==> config.mk <==
export PLATFORM = sky130hd
export DESIGN_NAME = countdown_timer_with_usec_counter
export DESIGN_NICKNAME = d
export VERILOG_FILES = /design/src/sv/ctd_pkg.sv /design/src/sv/ctd_freecnt.sv /design/src/sv/ctd_core.sv /design/src/sv/countdown_timer_with_usec_counter.sv
export SDC_FILE = /design/constraint.sdc
export NUM_CORES = 1
export LEC_CHECK = 0
export BUFFER_PORTS_ARGS = -buffer_cell sky130_fd_sc_hd__buf_2
export CAP_MARGIN = 20
export CORE_MARGIN = 5
export CORE_UTILIZATION = 60
export CTS_CLUSTER_SIZE = 12
export DETAILED_ROUTE_END_ITERATION = 6
export GPL_TIMING_DRIVEN = 0
export MAX_ROUTING_LAYER = met4
export PLACE_DENSITY_LB_ADDON = 0.15
export SLEW_MARGIN = 20
export SYNTH_ARGS = -nofsm -noshare
export SYNTH_HDL_FRONTEND = slang
export SYNTH_SLANG_ARGS = --single-unit
==> constraint.sdc <==
create_clock -name clk_i -period 4.25 [get_ports clk_i]
set_input_delay 0.6375 -clock clk_i [delete_from_list [all_inputs] [get_ports clk_i]]
set_output_delay 0.6375 -clock clk_i [all_outputs]
set_load 0.02 [all_outputs]
==> src/sv/ctd_pkg.sv <==
`timescale 1ns / 1ps
// shared types and constants for the countdown timer with microsecond counter
package ctd_pkg;

  // item kinds carried in the mode field
  typedef enum logic [1:0] {
    MODE_TICK  = 2'd0,
    MODE_READ  = 2'd1,
    MODE_WRITE = 2'd2,
    MODE_NOP   = 2'd3
  } mode_e;

  // software register map
  typedef enum logic [3:0] {
    REG_CTL      = 4'd0,
    REG_PRESCALE = 4'd1,
    REG_CNT_LO   = 4'd2,
    REG_CNT_HI   = 4'd3,
    REG_LATCH    = 4'd4,
    REG_USEC0    = 4'd5,
    REG_USEC1    = 4'd6,
    REG_USEC2    = 4'd7,
    REG_USEC3    = 4'd8,
    REG_TICK0    = 4'd9,
    REG_TICK1    = 4'd10,
    REG_TICK2    = 4'd11,
    REG_TICK3    = 4'd12
  } reg_idx_e;

  // configuration port register indexes
  typedef enum logic {
    CFG_CLK_PER_USEC = 1'b0,
    CFG_CLK_PER_TICK = 1'b1
  } cfg_idx_e;

  // control register bit positions
  localparam int unsigned CtlEn     = 0;
  localparam int unsigned CtlRepeat = 1;
  localparam int unsigned CtlIrqEn  = 2;
  localparam int unsigned CtlZero   = 3;
  localparam int unsigned CtlIrqFlg = 4;

  // latch control bit positions
  localparam int unsigned LatchUsec = 0;
  localparam int unsigned LatchTick = 1;
  localparam int unsigned ClrUsec   = 2;
  localparam int unsigned ClrTick   = 3;

  localparam logic [7:0]  UsecDivReset = 8'd7;
  localparam logic [15:0] TickDivReset = 16'd1;
  localparam logic [7:0]  NoBits       = 8'h00;

  typedef struct packed {
    logic [1:0] mode;
    logic [3:0] reg_index;
    logic [7:0] write_data;
  } in_word_t;

  typedef struct packed {
    logic [7:0] read_data;
    logic       irq_line;
  } out_word_t;

  // per-cycle commands to a free-running counter
  typedef struct packed {
    logic tick;
    logic latch;
    logic clear;
  } cnt_ctl_t;

endpackage

==> src/sv/ctd_freecnt.sv <==
`timescale 1ns / 1ps
// free-running 32-bit counter with clock divider and software latch
module ctd_freecnt #(
  parameter int unsigned DIV_W = 8
) (
  input  logic              clk_i,
  input  logic              rst_ni,
  input  ctd_pkg::cnt_ctl_t ctl_i,
  input  logic [DIV_W-1:0]  limit_i,
  output logic [31:0]       latch_o
);
  import ctd_pkg::*;

  logic [DIV_W-1:0] div_q, div_d;
  logic [31:0]      cnt_q, cnt_d;
  logic [31:0]      latch_q, latch_d;
  logic [DIV_W-1:0] lim_eff;
  logic [DIV_W:0]   div_inc;
  logic             wrap;

  // a setting of zero behaves as one
  assign lim_eff = (limit_i == '0) ? DIV_W'(1) : limit_i;
  assign div_inc = {1'b0, div_q} + (DIV_W + 1)'(1);
  assign wrap    = (div_inc >= {1'b0, lim_eff});

  always_comb begin
    div_d   = div_q;
    cnt_d   = cnt_q;
    latch_d = latch_q;
    if (ctl_i.tick) begin
      if (wrap) begin
        div_d = '0;
        cnt_d = cnt_q + 32'd1;
      end else begin
        div_d = div_inc[DIV_W-1:0];
      end
    end
    // latch sees the value before a clear in the same write
    if (ctl_i.latch) begin
      latch_d = cnt_q;
    end
    if (ctl_i.clear) begin
      div_d = '0;
      cnt_d = '0;
    end
  end

  always_ff @(posedge clk_i or negedge rst_ni) begin
    if (!rst_ni) begin
      div_q   <= '0;
      cnt_q   <= '0;
      latch_q <= '0;
    end else begin
      div_q   <= div_d;
      cnt_q   <= cnt_d;
      latch_q <= latch_d;
    end
  end

  assign latch_o = latch_q;

endmodule

==> src/sv/ctd_core.sv <==
`timescale 1ns / 1ps
// timer register file, countdown logic and read mux for one word per cycle while fire_i is high
module ctd_core (
  input  logic               clk_i,
  input  logic               rst_ni,
  input  logic               fire_i,
  input  ctd_pkg::in_word_t  item_i,
  input  logic [7:0]         clocks_per_usec_i,
  input  logic [15:0]        clocks_per_tick_i,
  output ctd_pkg::out_word_t result_o
);
  import ctd_pkg::*;

  logic [4:0]  ctl_q, ctl_d;
  logic [7:0]  ps_q, ps_d;
  logic [7:0]  pc_q, pc_d;
  logic [15:0] reload_q, reload_d;
  logic [15:0] cnt_q, cnt_d;
  logic [7:0]  staged_q, staged_d;
  cnt_ctl_t    usec_ctl, tick_ctl;
  logic [31:0] usec_latch, tick_latch;
  logic [1:0]  byte_sel;
  logic [7:0]  rd_byte;

  ctd_freecnt #(.DIV_W(8)) u_usec (
    .clk_i   (clk_i),
    .rst_ni  (rst_ni),
    .ctl_i   (usec_ctl),
    .limit_i (clocks_per_usec_i),
    .latch_o (usec_latch)
  );

  ctd_freecnt #(.DIV_W(16)) u_tick (
    .clk_i   (clk_i),
    .rst_ni  (rst_ni),
    .ctl_i   (tick_ctl),
    .limit_i (clocks_per_tick_i),
    .latch_o (tick_latch)
  );

  // byte lanes 5..8 and 9..12 both map to index bits minus one
  assign byte_sel = item_i.reg_index[1:0] - 2'd1;

  always_comb begin
    case (reg_idx_e'(item_i.reg_index))
      REG_CTL:      rd_byte = {3'b000, ctl_q};
      REG_PRESCALE: rd_byte = ps_q;
      REG_CNT_LO:   rd_byte = cnt_q[7:0];
      REG_CNT_HI:   rd_byte = cnt_q[15:8];
      REG_USEC0, REG_USEC1, REG_USEC2, REG_USEC3:
        rd_byte = usec_latch[{byte_sel, 3'b000} +: 8];
      REG_TICK0, REG_TICK1, REG_TICK2, REG_TICK3:
        rd_byte = tick_latch[{byte_sel, 3'b000} +: 8];
      default:      rd_byte = NoBits;
    endcase
  end

  always_comb begin
    ctl_d    = ctl_q;
    ps_d     = ps_q;
    pc_d     = pc_q;
    reload_d = reload_q;
    cnt_d    = cnt_q;
    staged_d = staged_q;
    usec_ctl = '0;
    tick_ctl = '0;
    if (fire_i) begin
      case (mode_e'(item_i.mode))
        MODE_TICK: begin
          usec_ctl.tick = 1'b1;
          tick_ctl.tick = 1'b1;
          if (ctl_q[CtlEn]) begin
            if (pc_q >= ps_q) begin
              pc_d = '0;
              if (cnt_q <= 16'd1) begin
                ctl_d[CtlZero]   = 1'b1;
                ctl_d[CtlIrqFlg] = 1'b1;
                if (ctl_q[CtlRepeat]) begin
                  cnt_d = reload_q;
                end else begin
                  cnt_d        = '0;
                  ctl_d[CtlEn] = 1'b0;
                end
              end else begin
                cnt_d = cnt_q - 16'd1;
              end
            end else begin
              pc_d = pc_q + 8'd1;
            end
          end
        end
        MODE_WRITE: begin
          case (reg_idx_e'(item_i.reg_index))
            REG_CTL: begin
              // writing one to the flag bit clears both sticky bits
              ctl_d[2:0] = item_i.write_data[2:0];
              if (item_i.write_data[CtlIrqFlg]) begin
                ctl_d[CtlZero]   = 1'b0;
                ctl_d[CtlIrqFlg] = 1'b0;
              end
            end
            REG_PRESCALE: begin
              ps_d = item_i.write_data;
              pc_d = '0;
            end
            REG_CNT_LO: staged_d = item_i.write_data;
            REG_CNT_HI: begin
              reload_d = {item_i.write_data, staged_q};
              cnt_d    = {item_i.write_data, staged_q};
              pc_d     = '0;
            end
            REG_LATCH: begin
              usec_ctl.latch = item_i.write_data[LatchUsec];
              tick_ctl.latch = item_i.write_data[LatchTick];
              usec_ctl.clear = item_i.write_data[ClrUsec];
              tick_ctl.clear = item_i.write_data[ClrTick];
            end
            default: ;
          endcase
        end
        default: ;
      endcase
    end
  end

  always_ff @(posedge clk_i or negedge rst_ni) begin
    if (!rst_ni) begin
      ctl_q    <= '0;
      ps_q     <= '0;
      pc_q     <= '0;
      reload_q <= '0;
      cnt_q    <= '0;
      staged_q <= '0;
    end else begin
      ctl_q    <= ctl_d;
      ps_q     <= ps_d;
      pc_q     <= pc_d;
      reload_q <= reload_d;
      cnt_q    <= cnt_d;
      staged_q <= staged_d;
    end
  end

  assign result_o.read_data = (mode_e'(item_i.mode) == MODE_READ) ? rd_byte : NoBits;
  assign result_o.irq_line  = ctl_d[CtlIrqEn] & ctl_d[CtlIrqFlg];

endmodule

==> src/sv/countdown_timer_with_usec_counter.sv <==
`timescale 1ns / 1ps
// top level of the countdown timer with microsecond and tick counters
// byte-wide timer peripheral driven one word at a time: each input word is a
// clock tick, a register read or a register write, and each produces exactly
// one output word carrying the read byte (zero unless a read) and the irq line
// as it stands after that word. a word is taken into an input register, then
// the register file, both free-running counters and the countdown are updated
// in the same cycle as the result is loaded into an output register. one
// word is accepted per clock when the output side keeps up, and a word's result
// shows on the output when the word moves on from the input register. the input
// stalls only while the output register is full and its word is not taken.
// clocks_per_usec and clocks_per_tick are written through the separate config
// port (index 0 and 1) and reset to 7 and 1; a setting of zero acts as one
module countdown_timer_with_usec_counter (
  input  logic               clk_i,
  input  logic               rst_ni,
  // input word channel
  input  logic               in_valid_i,
  output logic               in_stall_o,
  input  ctd_pkg::in_word_t  in_word_i,
  // output word channel
  output logic               out_valid_o,
  input  logic               out_stall_i,
  output ctd_pkg::out_word_t out_word_o,
  // configuration write channel
  input  logic               cfg_valid_i,
  output logic               cfg_ready_o,
  input  logic               cfg_index_i,
  input  logic [15:0]        cfg_data_i
);
  import ctd_pkg::*;

  logic      in_valid_q;
  in_word_t  in_q;
  logic      out_valid_q;
  out_word_t out_q;
  logic      fwd_ready;
  logic      fire;
  out_word_t result;
  logic [7:0]  clk_per_usec_q;
  logic [15:0] clk_per_tick_q;

  // output register can take a word when empty or being drained
  assign fwd_ready  = !out_valid_q || !out_stall_i;
  assign fire       = in_valid_q && fwd_ready;
  assign in_stall_o = in_valid_q && !fwd_ready;

  // input register
  always_ff @(posedge clk_i or negedge rst_ni) begin
    if (!rst_ni) begin
      in_valid_q <= 1'b0;
    end else if (!in_stall_o) begin
      in_valid_q <= in_valid_i;
    end
  end

  always_ff @(posedge clk_i) begin
    if (in_valid_i && !in_stall_o) begin
      in_q <= in_word_i;
    end
  end

  // config registers; the user must write them only while the block is idle, the block does not enforce it
  assign cfg_ready_o = 1'b1;

  always_ff @(posedge clk_i or negedge rst_ni) begin
    if (!rst_ni) begin
      clk_per_usec_q <= UsecDivReset;
      clk_per_tick_q <= TickDivReset;
    end else if (cfg_valid_i && cfg_ready_o) begin
      case (cfg_idx_e'(cfg_index_i))
        CFG_CLK_PER_USEC: clk_per_usec_q <= cfg_data_i[7:0];
        CFG_CLK_PER_TICK: clk_per_tick_q <= cfg_data_i;
        default: ;
      endcase
    end
  end

  // state update and result for the word in the input register
  ctd_core u_core (
    .clk_i             (clk_i),
    .rst_ni            (rst_ni),
    .fire_i            (fire),
    .item_i            (in_q),
    .clocks_per_usec_i (clk_per_usec_q),
    .clocks_per_tick_i (clk_per_tick_q),
    .result_o          (result)
  );

  // output register
  always_ff @(posedge clk_i or negedge rst_ni) begin
    if (!rst_ni) begin
      out_valid_q <= 1'b0;
    end else if (fwd_ready) begin
      out_valid_q <= in_valid_q;
    end
  end

  always_ff @(posedge clk_i) begin
    if (fire) begin
      out_q <= result;
    end
  end

  assign out_valid_o = out_valid_q;
  assign out_word_o  = out_q;

  // a processed word always lands in the output register
  a_fire_fills_out: assert property (@(posedge clk_i) disable iff (!rst_ni)
    fire |=> out_valid_o)
    else $error("processed word did not reach the output register");

  // input stalls only behind a full, stalled output
  a_stall_cause: assert property (@(posedge clk_i) disable iff (!rst_ni)
    in_stall_o |-> (out_valid_o && out_stall_i && in_valid_q))
    else $error("input stalled without output back-pressure");

  // a drained output with nothing behind it goes empty
  a_drain_empty: assert property (@(posedge clk_i) disable iff (!rst_ni)
    (out_valid_o && !out_stall_i && !in_valid_q) |=> !out_valid_o)
    else $error("output word repeated after being taken");

endmodule

---- Word-level counts from Yosys, hierarchy flattened ----
Index checks and enable logic that the tools add are counted.
word-level totals
  flip-flop bits (word level) ............. 262
  input bits .............................. 36
  output and inout bits ................... 12
  word-level logic and storage cells ...... 137
operators by class
  add/subtract/negate cells ............... 7
  $lt $le $gt $ge ......................... 4
  equal/unequal tests ..................... 21
  shift operators ......................... 2
  muxes and demuxes ....................... 45
  bitwise logic cells ..................... 2
  reductions and logical operators ........ 32
operator list
  kind                     count
  $mux W32                 6
  $mux W16                 9
  $add A32 B1 Y32 const B  2
  $shiftx A32 B6 Y8        2
  $mux W8                  7
  $pmux W8 S6              1
  $pmux W16 S2             1
  $eq A4 B4 Y1 const B     5
  $mux W2                  9
  $add A16 B1 Y17 const B  1
  $ge A17 B16 Y1           1
  $eq A4 B3 Y1 const B     4
  $le A16 B1 Y1 const B    1
  $logic_not A16 Y1        1
  $pmux W8 S2              1
  $sub A16 B1 Y16 const B  1
  $reduce_and A3 Y1        5
  $mux W5                  2
  $reduce_bool A2 Y1       5
  $add A8 B1 Y9 const B    1
  $ge A9 B8 Y1             1
  $add A8 B1 Y8 const B    1
  $eq A4 B2 Y1 const B     2
  $ge A8 B8 Y1             1
  other kinds (24)         43

---- Longest topological paths before layout ----
  depth after elaboration ................. 7
  gate-level depth with buffers ........... 17
  depth with buffers taken out ............ 15

---- By module ----
Synthesis repeated with hierarchy kept, for this count alone.
second synthesis, totals
  cell total of the unflattened synthesis .. 1394
  area total of the unflattened synthesis .. 14483.9 µm²
modules (own cells, without submodules)
  module                             instances  cells each  area an instance (µm²)  sequential area each (µm²)
  ctd_freecnt (u_core.u_tick)        1          484         4643.2                  2001.9
  ctd_core                           1          447         4204.0                  1526.5
  ctd_freecnt (u_core.u_usec)        1          378         3856.2                  1801.7
  countdown_timer_with_usec_counter  1          85          1780.5                  1346.3

---- Least setup slack after synthesis ----
No wires, ideal clock.
  path type ............................... register to register
  from .................................... reg u_core.u_tick.div_q[0]
  to ...................................... reg u_core.u_tick.cnt_q[1]
  library setup time ...................... 122 ps
  arrival time ............................ 3673 ps
  data required time ...................... 4128 ps
  slack ................................... 456 ps
  cell stages (with the launch flop) ...... 17
  buffers on the path ..................... 2
  clock period less this slack ............ 3794 ps
  cells stage by stage .................... dfrtp_1 > ha_1 > nand3_1 > nor2_1 > and3_1 > and3_1 > nand3_1 > xnor2_1 > ha_1 > nand4_1 > nor2_1 > a311o_1 > a2111o_1 > buf_2 > or2_2 > buf_2 > a32o_1
on the way
  longest elaborated chain between the ends .. 4
RTL lines
  element                       RTL line           text
  start: declaration            ctd_freecnt.sv:14  logic [DIV_W-1:0] div_q, div_d;
  start signal: assignment      ctd_freecnt.sv:54  div_q <= div_d;
  $add A16 B1 Y17               ctd_freecnt.sv:23  assign div_inc = {1'b0, div_q} + (DIV_W + 1)'(1);
  $ge A17 B16 Y1                ctd_freecnt.sv:24  assign wrap = (div_inc >= {1'b0, lim_eff});
  $reduce_bool A2 Y1 (no line)  --
  $reduce_and A2 Y1 (no line)   --
  end signal: assignment        ctd_freecnt.sv:55  cnt_q <= cnt_d;
  end: declaration              ctd_freecnt.sv:15  logic [31:0] cnt_q, cnt_d;
Every way passes these cells.
A chain may end at the register's enable or synchronous reset.

---- Final worst setup path ----
  from .................................... reg u_core.u_tick.div_q[1]
  to ...................................... reg u_core.u_tick.div_q[7]
on the way
  longest elaborated chain between the ends .. 5
RTL lines
  element            RTL line           text
  $add A16 B1 Y17 *  ctd_freecnt.sv:23
  $ge A17 B16 Y1     ctd_freecnt.sv:24
  $mux W16 *         ctd_freecnt.sv:31  if (wrap) begin
  $mux W16 *         ctd_freecnt.sv:30  if (ctl_i.tick) begin
  $mux W16 *         ctd_freecnt.sv:42  if (ctl_i.clear) begin
Every way passes the cells marked *; elsewhere a longest branch is shown, timed or not. The select of a mux whose other input is x is not followed.

==> results.toml <==
[clock_tree]
cts_root_buffer = "clkbuf_16"
path_clk_slew_ps = 60
cts_buffers = 29
clk_latency_ps = 530
cts_buffer_depth = 3
clock-sinks = 262
htreeDepth = 1
cts_tree = "yes"

[routing]
ant_nets = 0
viasPerCell = 6.22
wl_mm = 34.2
vias = 10500
post_drt_wl_per_cell_microns = 20.2
dr.pass1.iters = 5
drt_iter0_drc = 840
drc = 0

[worst_setup_path]
cp-end-kind = "flip-flop"
worstPathArrival_ps = 4500
critical_path.slowest_cell = "dfrtp_1"
critical-path-max-stage-delay_ps = 420
worst_r2r_path_depth = 17
worstPathCellList = "ha_4 > nand3_2 > nor2_2 > and3_2 > and3_1 > nand3_1 > xnor2_1 > ha_1 > nand4_1 > nor2_1 > a311o_1 > a2111o_1 > buf_2 > or2_2 > buf_2 > o21ai_1 > a22o_1"
r2r_setup_slack_ps = 220
r2r-end = "u_core.u_tick.div_q[7]$_DFFE_PN0P_"
crit_type = "reg2reg"
r2r_start = "u_core.u_tick.div_q[1]$_DFFE_PN0P_"
path_max_fanout = 10
required_ps = 4710
startpoint_type = "flip-flop"
cpMostUsedCell = "buf_2"

[finish]
instances_no_fill = 1694
drive_gt1_share_pct = 18.3
nets = 1468
fin_util_pct = 67.9
fin_area_sq_um = 15200
area_delta_synth_final_pct = 12.2
antenna_cells = 0

[logic_synthesis]
synth_area_leaders = "dfrtp_1 43%, mux2_2 8.6%, edfxtp_1 5.1%"
synth_cell_type_count = 71
syn_nets = 1387
synthSimpleGateAreaFrac_pct = 16.3
yosys.area.top_type_share_pct = 43.3
muxShareOfSynthArea_pct = 10.7
synth_top_family_by_area = "simple AND/OR/NAND/NOR gates"
ys_ff_latch = 262
yosysWarnings = 0
synthAdderAreaFrac_pct = 3.96
synth-xor-area-share_pct = 4.07
synth_top_cell_by_area = "dfrtp_1"
yosysSeqAreaShare_pct = 49.2
synth-compound-area-share_pct = 12.2
syn_inst = 1308
synthArstFlopShare_pct = 91.2
yosys_most_used_dff = "dfrtp_1"
synth_commonest_cells = "235 x dfrtp_1, 126 x nand2_1, 104 x mux2_2, 104 x o21ai_0, 78 x nor2_1"
avgSynthCellArea_sq_um = 10.4
synth_area_sq_um = 13600
synth_edf_count = 23
synth.most_common_cell = "dfrtp_1"

[global_route]
met1_usage_pct = 35.6
antenna_found_initial = 0
overflow = 0
grtUsageMet2_pct = 46.1
grt_pass1_vias = 10500
grt_usage_pct = 27.5
grt_pass1_wl_mm = 56.1
grt_max_degree = 101
use_met3_pct = 2.85
grt_most_used_layer = "met2"

[worst_hold_path]
min_path_type = "in2async"

[power]
p_leak_nw = 6.97
ir_drop_mv = 0.322
p_total_mw = 6.57
power.density_nw_per_um2 = 432

[sta]
tightest_slew_ps = 983
hold_viol_final = 0
slew_viol_final = 0
relSlewSlack_pct = 34.5
fin_skew_ps = 7.72
layout_min_cycle_time_ps = 4030
setup_viol = 0
clock.fmax_mhz = 248
period_share_pct = 94.9
tns_ps = 0

[placement]
dp.cells = 1641
port_buffers = 46
globalplace.congestion = 0.920
placed_cell_area_sq_um = 14200
dp_hpwl_mm = 24.2

[floorplan]
die_w_microns = 160
coreArea_sq_um = 22400
initial_utilization_pct = 60.5
die_y_microns = 160
io_pins = 48
die_area_sq_um = 25700
row_count = 55

[status]
status = "completed"

[flow_run]
drv_cap = 0
## placed cells by master (no fill, tap or decap), drive strengths merged, types with 19 or more instances in the layout
cell,instances
nor3,19
nand3,56
edfxtp,23
or3,26
o21ai,108
a21oi,49
inv,54
buf,71
xor2,40
xnor2,23
clkbuf,87
ha,43
nand4,36
nor2,79
nand2,126
dfrtp,235
mux2,104
## cell families after synthesis
family          after synthesis
compound gates              265
xor+xnor                     63
fa+ha+maj                    43
buf+inv                     120
flops                       262
mux                         118
other cells                   1
simple gates                436
## flip-flops by register name, summed over array words and instances, names as in the netlist
register,flops
clk_per_tick_q,16
u_core.staged_q,8
u_core.u_usec.cnt_q,32
u_core.u_tick.cnt_q,32
u_core.u_tick.div_q,16
u_core.ctl_q,5
u_core.u_usec.latch_o,32
u_core.ps_q,8
out_word_o,9
u_core.u_usec.div_q,8
u_core.pc_q,8
u_core.u_tick.latch_o,32
in_valid_q,1
u_core.cnt_q,16
u_core.reload_q,16
clk_per_usec_q,8
in_q,14
out_valid_o,1
## critical path: cells and delay by family, from the launching register on
kind            cells  cell delay (ps)
compound gates      4             1080
xor+xnor            1              170
fa+ha+maj           2              510
buf+inv             2              400
flops               1              420
simple gates        8             1390
## how the worst max path moves through the flow
stage / startpoint / end / slack [ps] / depth (start not counted)
after global routing: u_core.u_tick.div_q[2]$_DFFE_PN0P_ / u_core.u_tick.cnt_q[27]$_DFFE_PN0P_ / -20 / 15
after floorplan: u_core.u_tick.div_q[0]$_DFFE_PN0P_ / u_core.u_tick.cnt_q[1]$_DFFE_PN0P_ / 460 / 16
after global placement: rst_ni / u_core.u_usec.div_q[2]$_DFFE_PN0P_ / -1740 / 1
after detailed placement: u_core.u_tick.div_q[0]$_DFFE_PN0P_ / u_core.u_tick.cnt_q[10]$_DFFE_PN0P_ / -230 / 17
after CTS: u_core.u_tick.div_q[0]$_DFFE_PN0P_ / u_core.u_tick.div_q[7]$_DFFE_PN0P_ / 40 / 17
final: u_core.u_tick.div_q[1]$_DFFE_PN0P_ / u_core.u_tick.div_q[7]$_DFFE_PN0P_ / 220 / 17
## layout make-up
class	instances	area (sq um)
Clock inverter	9	97.6
Buffer	66	297
Fill cell	1725	7210
Inverter	54	203
Clock buffer	42	826
Sequential cell	262	6680
Tap cell	285	357
Timing Repair Buffer	50	310
Multi-Input combinational cell	926	6460
## stage by stage
step | hold slack, ps | worst slack, ps
after floorplan | 342 | 456
after global placement | 448 | -1740
after detailed placement | 468 | -229
after CTS | 40.7 | 42.9
after global routing | 53.3 | -19.0
final | 29.6 | 216
## per-layer routing
metal | share of wire (%) | vias to the layer above
li1 | - | 4896
met1 | 42 | 5260
met2 | 50 | 294
met3 | 4.5 | 79
met4 | 3.3 | 0
met5 | 0 | -
## what timing repair did
action                                  4_1_cts  5_1_grt
pin swaps                                     1        1
gates resized for setup                       9       13
endpoints found under the setup margin       41       44
setup buffers                                 1        1
hold buffers                                  0        0
## power by group
| group | leakage, nW | switching [mW] | internal [mW] |
|---|---|---|---|
| clock | 0.454 | 0.985 | 1.46 |
| combinational | 3.10 | 0.633 | 0.462 |
| sequential | 3.41 | 0.273 | 2.76 |
| total | 6.97 | 1.89 | 4.68 |
(Power assumes the default switching activity.)
